### src/rtl/core/tslp_pkg.sv
// Shared types, codes and default constants of the two-axis slew limiter.
`timescale 1ns / 1ps

package tslp_pkg;

    // Default geometry
    localparam int ANGLE_BITS_DEF = 12;
    localparam int FRAC_BITS_DEF  = 4;

    // Fixed field widths
    localparam int OP_BITS   = 4;
    localparam int STEP_BITS = 11;
    localparam int TICK_BITS = 16;
    localparam int ADDR_BITS = 3;

    // Reset values in whole degrees or ticks
    localparam int YAW_LIMIT_DEG   = 20;
    localparam int PITCH_LIMIT_DEG = 12;
    localparam int INTERVAL_RST    = 30;

    typedef enum logic [OP_BITS-1:0] {
        OP_TICK      = 4'd0,
        OP_SET_YAW   = 4'd1,
        OP_SET_PITCH = 4'd2,
        OP_SET_POSE  = 4'd3,
        OP_LEFT      = 4'd4,
        OP_RIGHT     = 4'd5,
        OP_UP        = 4'd6,
        OP_DOWN      = 4'd7,
        OP_CENTER    = 4'd8
    } t_op;

    typedef enum logic [ADDR_BITS-1:0] {
        CFG_YAW_MIN     = 3'd0,
        CFG_YAW_MAX     = 3'd1,
        CFG_PITCH_MIN   = 3'd2,
        CFG_PITCH_MAX   = 3'd3,
        CFG_STEP_SIZE   = 3'd4,
        CFG_INTERVAL    = 3'd5,
        CFG_YAW_NUDGE   = 3'd6,
        CFG_PITCH_NUDGE = 3'd7
    } t_cfg_addr;

    // Per-axis action for one accepted request
    typedef struct packed {
        logic load;   // take the requested angle as target
        logic dec;    // target minus nudge
        logic inc;    // target plus nudge
        logic zero;   // target to zero
        logic slew;   // move current angle toward target
    } t_axis_cmd;

endpackage

### src/rtl/core/tslp_ifs.sv
// Valid/ready channel interfaces: command input, result output, register write.
`timescale 1ns / 1ps

interface tslp_cmd_if
    import tslp_pkg::*;
#(
    parameter int ANGLE_BITS = ANGLE_BITS_DEF
);
    logic                         valid;
    logic                         ready;
    logic [OP_BITS-1:0]           operation;
    logic signed [ANGLE_BITS-1:0] yaw_value;
    logic signed [ANGLE_BITS-1:0] pitch_value;

    modport source (output valid, operation, yaw_value, pitch_value, input ready);
    modport sink   (input valid, operation, yaw_value, pitch_value, output ready);
endinterface

interface tslp_res_if
    import tslp_pkg::*;
#(
    parameter int ANGLE_BITS = ANGLE_BITS_DEF
);
    logic                         valid;
    logic                         ready;
    logic signed [ANGLE_BITS-1:0] yaw_now;
    logic signed [ANGLE_BITS-1:0] pitch_now;
    logic signed [ANGLE_BITS-1:0] yaw_goal;
    logic signed [ANGLE_BITS-1:0] pitch_goal;
    logic                         moving;
    logic                         yaw_write;
    logic                         pitch_write;

    modport source (output valid, yaw_now, pitch_now, yaw_goal, pitch_goal, moving,
                    yaw_write, pitch_write, input ready);
    modport sink   (input valid, yaw_now, pitch_now, yaw_goal, pitch_goal, moving,
                    yaw_write, pitch_write, output ready);
endinterface

interface tslp_cfg_if
    import tslp_pkg::*;
#(
    parameter int DATA_BITS = TICK_BITS
);
    logic                 valid;
    logic                 ready;
    logic [ADDR_BITS-1:0] addr;
    logic [DATA_BITS-1:0] data;

    modport source (output valid, addr, data, input ready);
    modport sink   (input valid, addr, data, output ready);
endinterface

### src/rtl/core/tslp_axis.sv
// One axis: target update with clamping, and slew of the current angle.
`timescale 1ns / 1ps

module tslp_axis
    import tslp_pkg::*;
#(
    parameter int ANGLE_BITS = ANGLE_BITS_DEF
) (
    input  logic                         i_clk,
    input  logic                         i_rst_n,
    input  logic                         i_en,
    input  t_axis_cmd                    i_cmd,
    input  logic signed [ANGLE_BITS-1:0] i_value,
    input  logic signed [ANGLE_BITS-1:0] i_min,
    input  logic signed [ANGLE_BITS-1:0] i_max,
    input  logic [STEP_BITS-1:0]         i_nudge,
    input  logic [STEP_BITS-1:0]         i_step,
    output logic signed [ANGLE_BITS-1:0] o_pos_nxt,
    output logic signed [ANGLE_BITS-1:0] o_goal_nxt,
    output logic                         o_write
);

    // wide enough for angle +/- 11-bit amount without wrap
    localparam int WB = ((ANGLE_BITS > STEP_BITS) ? ANGLE_BITS : STEP_BITS) + 2;

    logic signed [ANGLE_BITS-1:0] r_pos, r_goal;
    logic signed [ANGLE_BITS-1:0] n_pos, n_goal;

    logic signed [WB-1:0] w_pos, w_goal, w_min, w_max, w_nudge, w_step, w_value;
    logic signed [WB-1:0] w_cand, w_clamped, w_up, w_dn, w_slewed;

    always_comb begin
        w_pos   = {{(WB-ANGLE_BITS){r_pos[ANGLE_BITS-1]}}, r_pos};
        w_goal  = {{(WB-ANGLE_BITS){r_goal[ANGLE_BITS-1]}}, r_goal};
        w_min   = {{(WB-ANGLE_BITS){i_min[ANGLE_BITS-1]}}, i_min};
        w_max   = {{(WB-ANGLE_BITS){i_max[ANGLE_BITS-1]}}, i_max};
        w_value = {{(WB-ANGLE_BITS){i_value[ANGLE_BITS-1]}}, i_value};
        w_nudge = {{(WB-STEP_BITS){1'b0}}, i_nudge};
        w_step  = {{(WB-STEP_BITS){1'b0}}, i_step};

        if (i_cmd.load) begin
            w_cand = w_value;
        end else if (i_cmd.dec) begin
            w_cand = w_goal - w_nudge;
        end else if (i_cmd.inc) begin
            w_cand = w_goal + w_nudge;
        end else begin
            w_cand = '0;
        end

        // below min wins over above max, also with crossed limits
        if (w_cand < w_min) begin
            w_clamped = w_min;
        end else if (w_cand > w_max) begin
            w_clamped = w_max;
        end else begin
            w_clamped = w_cand;
        end

        w_up = w_pos + w_step;
        w_dn = w_pos - w_step;
        if (w_pos < w_goal) begin
            w_slewed = (w_up > w_goal) ? w_goal : w_up;
        end else if (w_pos > w_goal) begin
            w_slewed = (w_dn < w_goal) ? w_goal : w_dn;
        end else begin
            w_slewed = w_pos;
        end

        if (i_cmd.load || i_cmd.dec || i_cmd.inc || i_cmd.zero) begin
            n_goal = w_clamped[ANGLE_BITS-1:0];
        end else begin
            n_goal = r_goal;
        end

        n_pos = i_cmd.slew ? w_slewed[ANGLE_BITS-1:0] : r_pos;
    end

    always_ff @(posedge i_clk) begin
        if (!i_rst_n) begin
            r_pos  <= '0;
            r_goal <= '0;
        end else if (i_en) begin
            r_pos  <= n_pos;
            r_goal <= n_goal;
        end
    end

    assign o_pos_nxt  = n_pos;
    assign o_goal_nxt = n_goal;
    assign o_write    = i_cmd.slew && (n_pos != r_pos);

endmodule

### src/rtl/core/two_axis_slew_limited_positioner_top.sv
// Top level of the two-axis slew-limited servo positioner.
`timescale 1ns / 1ps

// Usage
//   i_cmd  : request channel. operation selects a millisecond tick, an absolute
//            yaw, pitch or pose target, a nudge left/right/up/down, or center.
//            yaw_value / pitch_value carry absolute angles (1/16 degree default).
//   o_res  : one result per request: current and target angles after the
//            request, the moving flag and one servo-write strobe per axis.
//   i_cfg  : register writes (limits, step size, update interval, nudges).
//            Always ready; write only while no request is in flight.
// Latency : a result is valid the cycle after its request is accepted.
// Throughput: one request per cycle while ready. The state update (clamp, nudge
//   add, slew add and compare) is a single combinational pass into the state
//   and result registers, so back-to-back requests see each other's effect.
// Stall   : the result register holds until taken; i_cmd.ready stays high
//   while the result register is empty or being drained the same cycle.
// Reset   : synchronous, active low. Angles, targets and the tick counter
//   clear to zero, registers load their defaults (+/-20 and +/-12 degree
//   limits, 1 degree step and nudges, 30 ticks per update).

module two_axis_slew_limited_positioner_top
    import tslp_pkg::*;
#(
    parameter int ANGLE_BITS = ANGLE_BITS_DEF,
    parameter int FRAC_BITS  = FRAC_BITS_DEF
) (
    input  logic        i_clk,
    input  logic        i_rst_n,
    tslp_cmd_if.sink    i_cmd,
    tslp_res_if.source  o_res,
    tslp_cfg_if.sink    i_cfg
);

    localparam int ONE_DEG = 1 << FRAC_BITS;

    localparam logic [ANGLE_BITS-1:0] YAW_MIN_RST   = ANGLE_BITS'(-(YAW_LIMIT_DEG * ONE_DEG));
    localparam logic [ANGLE_BITS-1:0] YAW_MAX_RST   = ANGLE_BITS'(YAW_LIMIT_DEG * ONE_DEG);
    localparam logic [ANGLE_BITS-1:0] PITCH_MIN_RST = ANGLE_BITS'(-(PITCH_LIMIT_DEG * ONE_DEG));
    localparam logic [ANGLE_BITS-1:0] PITCH_MAX_RST = ANGLE_BITS'(PITCH_LIMIT_DEG * ONE_DEG);
    localparam logic [STEP_BITS-1:0]  STEP_RST      = STEP_BITS'(ONE_DEG);
    localparam logic [TICK_BITS-1:0]  INTERVAL_DEF  = TICK_BITS'(INTERVAL_RST);

    // ---------------- configuration registers ----------------
    logic signed [ANGLE_BITS-1:0] r_yaw_min, r_yaw_max, r_pitch_min, r_pitch_max;
    logic [STEP_BITS-1:0]         r_step, r_yaw_nudge, r_pitch_nudge;
    logic [TICK_BITS-1:0]         r_interval;

    assign i_cfg.ready = 1'b1;

    always_ff @(posedge i_clk) begin
        if (!i_rst_n) begin
            r_yaw_min     <= YAW_MIN_RST;
            r_yaw_max     <= YAW_MAX_RST;
            r_pitch_min   <= PITCH_MIN_RST;
            r_pitch_max   <= PITCH_MAX_RST;
            r_step        <= STEP_RST;
            r_interval    <= INTERVAL_DEF;
            r_yaw_nudge   <= STEP_RST;
            r_pitch_nudge <= STEP_RST;
        end else if (i_cfg.valid) begin
            case (t_cfg_addr'(i_cfg.addr))
                CFG_YAW_MIN:     r_yaw_min     <= i_cfg.data[ANGLE_BITS-1:0];
                CFG_YAW_MAX:     r_yaw_max     <= i_cfg.data[ANGLE_BITS-1:0];
                CFG_PITCH_MIN:   r_pitch_min   <= i_cfg.data[ANGLE_BITS-1:0];
                CFG_PITCH_MAX:   r_pitch_max   <= i_cfg.data[ANGLE_BITS-1:0];
                CFG_STEP_SIZE:   r_step        <= i_cfg.data[STEP_BITS-1:0];
                CFG_INTERVAL:    r_interval    <= i_cfg.data[TICK_BITS-1:0];
                CFG_YAW_NUDGE:   r_yaw_nudge   <= i_cfg.data[STEP_BITS-1:0];
                CFG_PITCH_NUDGE: r_pitch_nudge <= i_cfg.data[STEP_BITS-1:0];
                default: ;
            endcase
        end
    end

    // ---------------- request decode ----------------
    logic      w_accept;
    logic      w_update;
    logic [TICK_BITS:0] w_ticks_inc;
    t_axis_cmd w_yaw_cmd, w_pitch_cmd;

    logic [TICK_BITS-1:0] r_ticks, n_ticks;

    // accept while the result slot is free or drains this cycle
    assign i_cmd.ready = !o_res.valid || o_res.ready;
    assign w_accept    = i_cmd.valid && i_cmd.ready;

    // interval of zero behaves like one: every tick updates
    assign w_ticks_inc = {1'b0, r_ticks} + {{TICK_BITS{1'b0}}, 1'b1};

    always_comb begin
        w_yaw_cmd   = '0;
        w_pitch_cmd = '0;
        w_update    = 1'b0;
        n_ticks     = r_ticks;
        case (t_op'(i_cmd.operation))
            OP_TICK: begin
                if (w_ticks_inc >= {1'b0, r_interval}) begin
                    w_update         = 1'b1;
                    n_ticks          = '0;
                    w_yaw_cmd.slew   = 1'b1;
                    w_pitch_cmd.slew = 1'b1;
                end else begin
                    n_ticks = w_ticks_inc[TICK_BITS-1:0];
                end
            end
            OP_SET_YAW:   w_yaw_cmd.load = 1'b1;
            OP_SET_PITCH: w_pitch_cmd.load = 1'b1;
            OP_SET_POSE: begin
                w_yaw_cmd.load   = 1'b1;
                w_pitch_cmd.load = 1'b1;
            end
            OP_LEFT:  w_yaw_cmd.dec = 1'b1;
            OP_RIGHT: w_yaw_cmd.inc = 1'b1;
            OP_UP:    w_pitch_cmd.dec = 1'b1;
            OP_DOWN:  w_pitch_cmd.inc = 1'b1;
            OP_CENTER: begin
                w_yaw_cmd.zero   = 1'b1;
                w_pitch_cmd.zero = 1'b1;
            end
            default: ;  // unused codes leave the state alone
        endcase
    end

    always_ff @(posedge i_clk) begin
        if (!i_rst_n) begin
            r_ticks <= '0;
        end else if (w_accept) begin
            r_ticks <= n_ticks;
        end
    end

    // ---------------- axes ----------------
    logic signed [ANGLE_BITS-1:0] w_yaw_pos, w_yaw_goal, w_pitch_pos, w_pitch_goal;
    logic                         w_yaw_write, w_pitch_write;

    tslp_axis #(.ANGLE_BITS(ANGLE_BITS)) u_yaw (
        .i_clk      (i_clk),
        .i_rst_n    (i_rst_n),
        .i_en       (w_accept),
        .i_cmd      (w_yaw_cmd),
        .i_value    (i_cmd.yaw_value),
        .i_min      (r_yaw_min),
        .i_max      (r_yaw_max),
        .i_nudge    (r_yaw_nudge),
        .i_step     (r_step),
        .o_pos_nxt  (w_yaw_pos),
        .o_goal_nxt (w_yaw_goal),
        .o_write    (w_yaw_write)
    );

    tslp_axis #(.ANGLE_BITS(ANGLE_BITS)) u_pitch (
        .i_clk      (i_clk),
        .i_rst_n    (i_rst_n),
        .i_en       (w_accept),
        .i_cmd      (w_pitch_cmd),
        .i_value    (i_cmd.pitch_value),
        .i_min      (r_pitch_min),
        .i_max      (r_pitch_max),
        .i_nudge    (r_pitch_nudge),
        .i_step     (r_step),
        .o_pos_nxt  (w_pitch_pos),
        .o_goal_nxt (w_pitch_goal),
        .o_write    (w_pitch_write)
    );

    // ---------------- result register ----------------
    logic                         r_valid;
    logic signed [ANGLE_BITS-1:0] r_yaw_now, r_pitch_now, r_yaw_goal, r_pitch_goal;
    logic                         r_moving, r_yaw_write, r_pitch_write;

    always_ff @(posedge i_clk) begin
        if (!i_rst_n) begin
            r_valid <= 1'b0;
        end else if (w_accept) begin
            r_valid <= 1'b1;
        end else if (o_res.ready) begin
            r_valid <= 1'b0;
        end
    end

    // payload: no reset needed
    always_ff @(posedge i_clk) begin
        if (w_accept) begin
            r_yaw_now     <= w_yaw_pos;
            r_pitch_now   <= w_pitch_pos;
            r_yaw_goal    <= w_yaw_goal;
            r_pitch_goal  <= w_pitch_goal;
            r_moving      <= (w_yaw_pos != w_yaw_goal) || (w_pitch_pos != w_pitch_goal);
            r_yaw_write   <= w_update && w_yaw_write;
            r_pitch_write <= w_update && w_pitch_write;
        end
    end

    assign o_res.valid       = r_valid;
    assign o_res.yaw_now     = r_yaw_now;
    assign o_res.pitch_now   = r_pitch_now;
    assign o_res.yaw_goal    = r_yaw_goal;
    assign o_res.pitch_goal  = r_pitch_goal;
    assign o_res.moving      = r_moving;
    assign o_res.yaw_write   = r_yaw_write;
    assign o_res.pitch_write = r_pitch_write;

endmodule

### src/flat_wrapper.sv
// flat-port wrapper written by rule: the top's interface ports become plain ports
module two_axis_slew_limited_positioner_top_flat import tslp_pkg::*;
#(
    parameter int ANGLE_BITS = ANGLE_BITS_DEF,
    parameter int FRAC_BITS  = FRAC_BITS_DEF
)
  (i_clk, i_rst_n, i_cmd_valid, i_cmd_operation, i_cmd_yaw_value, i_cmd_pitch_value, i_cmd_ready, o_res_valid, o_res_yaw_now, o_res_pitch_now, o_res_yaw_goal, o_res_pitch_goal, o_res_moving, o_res_yaw_write, o_res_pitch_write, o_res_ready, i_cfg_valid, i_cfg_addr, i_cfg_data, i_cfg_ready);
  tslp_cmd_if #(.ANGLE_BITS(ANGLE_BITS)) i_cmd_i ();
  tslp_res_if #(.ANGLE_BITS(ANGLE_BITS)) o_res_i ();
  tslp_cfg_if i_cfg_i ();
  input  logic i_clk;
  input  logic i_rst_n;
  input wire logic [$bits(i_cmd_i.valid)-1:0] i_cmd_valid;
  input wire logic [$bits(i_cmd_i.operation)-1:0] i_cmd_operation;
  input wire logic [$bits(i_cmd_i.yaw_value)-1:0] i_cmd_yaw_value;
  input wire logic [$bits(i_cmd_i.pitch_value)-1:0] i_cmd_pitch_value;
  output wire logic [$bits(i_cmd_i.ready)-1:0] i_cmd_ready;
  output wire logic [$bits(o_res_i.valid)-1:0] o_res_valid;
  output wire logic [$bits(o_res_i.yaw_now)-1:0] o_res_yaw_now;
  output wire logic [$bits(o_res_i.pitch_now)-1:0] o_res_pitch_now;
  output wire logic [$bits(o_res_i.yaw_goal)-1:0] o_res_yaw_goal;
  output wire logic [$bits(o_res_i.pitch_goal)-1:0] o_res_pitch_goal;
  output wire logic [$bits(o_res_i.moving)-1:0] o_res_moving;
  output wire logic [$bits(o_res_i.yaw_write)-1:0] o_res_yaw_write;
  output wire logic [$bits(o_res_i.pitch_write)-1:0] o_res_pitch_write;
  input wire logic [$bits(o_res_i.ready)-1:0] o_res_ready;
  input wire logic [$bits(i_cfg_i.valid)-1:0] i_cfg_valid;
  input wire logic [$bits(i_cfg_i.addr)-1:0] i_cfg_addr;
  input wire logic [$bits(i_cfg_i.data)-1:0] i_cfg_data;
  output wire logic [$bits(i_cfg_i.ready)-1:0] i_cfg_ready;
  assign i_cmd_i.valid = i_cmd_valid;
  assign i_cmd_i.operation = i_cmd_operation;
  assign i_cmd_i.yaw_value = i_cmd_yaw_value;
  assign i_cmd_i.pitch_value = i_cmd_pitch_value;
  assign i_cmd_ready = i_cmd_i.ready;
  assign o_res_valid = o_res_i.valid;
  assign o_res_yaw_now = o_res_i.yaw_now;
  assign o_res_pitch_now = o_res_i.pitch_now;
  assign o_res_yaw_goal = o_res_i.yaw_goal;
  assign o_res_pitch_goal = o_res_i.pitch_goal;
  assign o_res_moving = o_res_i.moving;
  assign o_res_yaw_write = o_res_i.yaw_write;
  assign o_res_pitch_write = o_res_i.pitch_write;
  assign o_res_i.ready = o_res_ready;
  assign i_cfg_i.valid = i_cfg_valid;
  assign i_cfg_i.addr = i_cfg_addr;
  assign i_cfg_i.data = i_cfg_data;
  assign i_cfg_ready = i_cfg_i.ready;
  two_axis_slew_limited_positioner_top #(.ANGLE_BITS(ANGLE_BITS), .FRAC_BITS(FRAC_BITS)) u_core (.i_clk(i_clk), .i_rst_n(i_rst_n), .i_cmd(i_cmd_i), .o_res(o_res_i), .i_cfg(i_cfg_i));
endmodule
### config.mk
export PLATFORM = sky130hd
export DESIGN_NAME = two_axis_slew_limited_positioner_top_flat
export DESIGN_NICKNAME = d
export VERILOG_FILES = /design/src/rtl/core/tslp_pkg.sv /design/src/rtl/core/tslp_ifs.sv /design/src/rtl/core/tslp_axis.sv /design/src/rtl/core/two_axis_slew_limited_positioner_top.sv /design/src/flat_wrapper.sv
export SDC_FILE = /design/constraint.sdc
export NUM_CORES = 1
export LEC_CHECK = 0
export BUFFER_PORTS_ARGS = -buffer_cell sky130_fd_sc_hd__buf_2
export CAP_MARGIN = 20
export CELL_PAD_IN_SITES_DETAIL_PLACEMENT = 0
export CELL_PAD_IN_SITES_GLOBAL_PLACEMENT = 1
export CORE_MARGIN = 2
export CORE_UTILIZATION = 51
export CTS_BUF_LIST = sky130_fd_sc_hd__clkbuf_8 sky130_fd_sc_hd__clkbuf_16
export DETAILED_ROUTE_END_ITERATION = 6
export HOLD_SLACK_MARGIN = 0.05
export MAX_ROUTING_LAYER = met4
export PLACE_DENSITY_LB_ADDON = 0.2
export SYNTH_ARGS = -nofsm -noshare
export SYNTH_HDL_FRONTEND = slang
export SYNTH_SLANG_ARGS = --single-unit
### constraint.sdc
create_clock -name i_clk -period 8.4 [get_ports i_clk]
set_clock_uncertainty 0.15 [all_clocks]
set_input_delay 0 -clock i_clk [delete_from_list [all_inputs] [get_ports i_clk]]
set_output_delay 0 -clock i_clk [all_outputs]
set_load 0.01 [all_outputs]
==> results.md <==
* Run status: complete, no violations
* Global-route wire length before repair at 100000 um
* Final worst path period need at approximately 6.6 ns
* Sw Share at 0.346
* Antenna Violating Nets Remaining at 0
* Crit Path Class: flip-flop to flip-flop
* Critical Path Sink Type: flip-flop
* Ranking of synthesized cells by area: dfxtp_1 17%, ha_1 15%, edfxtp_1 8.2%
* Number of flops mapped to enable cells by yosys at 51
* P_leak at ~0.009 uW
* Top cell type's share of synthesized area at 0.173
* Setup Buffers After CTS at 0
* Post-DP Area at 19600 sq um
* Fin. Hold Viols at 0
* Worst Slack Setup Final at 1.85 ns
* GRT overflow at 0
* Worst Path Required at 8.55 ns
* DIE AREA at approximately 38000 sq um
* TritonCTS Buffers at 26
* Via density at 6.12
* Final Wtd Congestion at roughly 0.97
* Slew of the pin with the lowest slew margin at 1.03 ns
* Dpl ws at 1.87 ns
* Vias in the first global route at 17400
* CTS H-tree depth at 1
* Register bit count reported by yosys at 213
* Most used cells in the layout excluding fill and tap cells: 342 x nand2_1, 229 x ha_1, 198 x inv_1, 178 x nor2_1, 162 x dfxtp_1
* Syn Nets at about 2700
* Skew-Pair Late Insertion Delay at 0.58 ns
* Sequential power share at 0.354
* Layout area overhead at 11.2%
* Met2 WL at 31100 um
* CTS Buffer Depth at 3
* Cts hold-fix bufs at 42
* Port Buffers at 104
* Die span in y at 196 um
* Slew HR at 0.314
* Final HPWL DP at 49700 um
* Total negative slack at 0 ns
* Clock Sinks at 213
* Max Used Layer: met4
* Synth Flop Type: dfxtp_1
* PostCTS Resize Cnt at 0
* Synth Area per Inst at between 7 and 8 sq um
* F_max at 153 MHz
* Max Cap Viol at 0
* Combinational share of power at 0.290
* RSZ-0062 raised after global routing: false
* Synthesized area at 18800 sq um
* Worst hold path type: input pin to flip-flop
* Pin count of the biggest net entering global routing at 91
* M1 WL at 27500 um
* Power share of the clock group at 0.356
* Drt pass-1 iters at 5
* Syn. warnings at 0
* Power per standard cell area at 154 nW/um^2
* Final setup violation count at 0
* Post-Layout Inst Area at between 20000 and 25000 sq um
* Slew Viols, Final at 0
* Crit share post-route at 0.780
* CTS Root Cell: clkbuf_16
* CP Data Arrival Time at between 6 and 7 ns
* P_int at roughly 2100 uW
* Initial cell density of the core at 0.515
* CTS tree: yes
* Largest area contributor in the netlist: dfxtp_1
* Unique cell type count in the Yosys netlist at 98
* Commonest non-fill, non-tap cell in the layout: nand2_1
* Final wirelength at 65200 um
* Critical Path Source Type: flip-flop
* Critical path fanouts, max at 16
* DR vias at 18100
* Post-synth ARST share at 0
* Final layout net count at 2750
* Met3 wire len at 4260 um
* Total Routing Usage GR at 0.345
* DRC Markers at 0
* # IOs at 106
* Worst vdd ir at approximately 0.00014 V
* Post-Syn Instances at 2381
* Die width at 196 um
* Sequential share of the synthesized area at 0.254
* Clock transition at path regs at 0.06 ns
* Initial antenna violation count at 3
* Rows at 70
* DRT iter0 DRCs at 1445
* Post-DR wirelength/cell at 22.1 um
* Layout cells sized above 1 at 0.0907
* Core area at about 36000 sq um
* P_sw at 1110 uW
==> power groups by stage <==
stage | logic [uW] | clock network (uW) | registers [uW]
6_report | 932 | 1150 | 1140
5_1_grt | 1010 | 1200 | 1140
3_5_place_dp | 893 | 0 | 1160
2_1_floorplan | 630 | 0 | 1150
4_1_cts | 911 | 1160 | 1140
3_3_place_gp | 886 | 0 | 1160
==> worst max-delay path, cell delays in order (launching register included) <==
cell and delay (ns):
dfxtp_1 0.57, inv_1 0.26, fa_1 0.50, o21bai_1 0.21, a221oi_1 0.14, o21ai_1 0.28
a31oi_1 0.18, nor2_1 0.11, nor2_1 0.05, nor2_1 0.07, o21ai_0 0.07, o21ai_0 0.13
o21ai_0 0.19, ha_1 0.41, nand3_1 0.11, or4_1 0.54, and4_1 0.18, nor2_1 0.09
buf_4 0.23, nor2_1 0.07, o31ai_1 0.79, xor2_1 0.18, nor4_1 0.32, nand4_1 0.14
nor3_1 0.20, nand4_1 0.10
==> per-layer routing <==
metal | vias up | track usage
li1 | 8620 | -
met1 | 8636 | 0.423
met4 | 0 | 0.118
met3 | 146 | 0.0517
met2 | 653 | 0.580
met5 | - | -
==> cell families (layout without fill, tap and decap cells) <==
family          after synthesis  in the layout  synth area share
simple gates                819            819             0.203
compound gates              652            652             0.242
buf+inv                     316            416            0.0671
fa+ha+maj                   237            237             0.161
flops                       213            213             0.254
xor+xnor                     85             85            0.0397
mux                          58             58            0.0325
other cells                   1              4          0.000200
==> layout make-up <==
| type | count | area, sq um |
|---|---|---|
| Antenna cell | 3 | 7.51 |
| Clock buffer | 27 | 664 |
| Clock inverter | 21 | 200 |
| Fill cell | 3512 | 15600 |
| Inverter | 193 | 727 |
| Multi-Input combinational cell | 1852 | 12700 |
| Sequential cell | 213 | 4770 |
| Tap cell | 468 | 586 |
| Timing Repair Buffer | 175 | 1170 |
==> synthesized netlist by cell type (all sizes together), types with 10 or more instances <==
library cell,count
a211oi,27
a21boi,105
a21o,27
a21oi,115
a221o,12
a221oi,16
a22oi,21
a31oi,14
and2,18
and3,14
buf,29
clkbuf,94
dfxtp,162
edfxtp,51
ha,229
inv,192
mux2,20
mux2i,38
nand2,345
nand2b,26
nand3,49
nand4,22
nor2,178
nor2b,34
nor3,44
nor3b,23
nor4,18
o211a,10
o211ai,36
o21a,12
o21ai,130
o21bai,17
o22ai,15
o31ai,11
or2,12
or3,11
xnor2,44
xor2,41
==> path summary, 6_finish.rpt <==
path	start	slack, ns	endpoint	cells after the start
worst max register to register	u_core.u_yaw.r_goal[1]	1.85	u_core.o_res.moving	25
worst min register to register	u_core.r_interval[9]	0.32	u_core.r_interval[9]	2
worst min-delay path	i_cmd_yaw_value[6]	0.08	u_core.o_res.yaw_goal[6]	4
worst max-delay path	u_core.u_yaw.r_goal[1]	1.85	u_core.o_res.moving	25
==> state kept, by name, summed over array words and instances, names as in the netlist <==
| name | count |
|---|---|
| u_core.o_res.moving | 1 |
| u_core.o_res.pitch_goal | 12 |
| u_core.o_res.pitch_now | 12 |
| u_core.o_res.pitch_write | 1 |
| u_core.o_res.valid | 1 |
| u_core.o_res.yaw_goal | 12 |
| u_core.o_res.yaw_now | 12 |
| u_core.o_res.yaw_write | 1 |
| u_core.r_interval | 16 |
| u_core.r_pitch_max | 12 |
| u_core.r_pitch_min | 12 |
| u_core.r_pitch_nudge | 11 |
| u_core.r_step | 11 |
| u_core.r_ticks | 16 |
| u_core.r_yaw_max | 12 |
| u_core.r_yaw_min | 12 |
| u_core.r_yaw_nudge | 11 |
| u_core.u_pitch.r_goal | 12 |
| u_core.u_pitch.r_pos | 12 |
| u_core.u_yaw.r_goal | 12 |
| u_core.u_yaw.r_pos | 12 |
==> per-stage QoR <==
step / std cells / util / hold WS (ns) / power [uW]
global placement: 2857 / 0.537 / 0.102 / 2040
global route: 2952 / 0.573 / 0.0756 / 3360
detailed placement: 2858 / 0.537 / 0.112 / 2050
floorplan: 2381 / - / -0.0114 / 1780
CTS: 2948 / 0.572 / 0.0653 / 3210
finish: 2952 / 0.573 / 0.0828 / 3220
No activity file was read; power rests on OpenSTA's default activity.
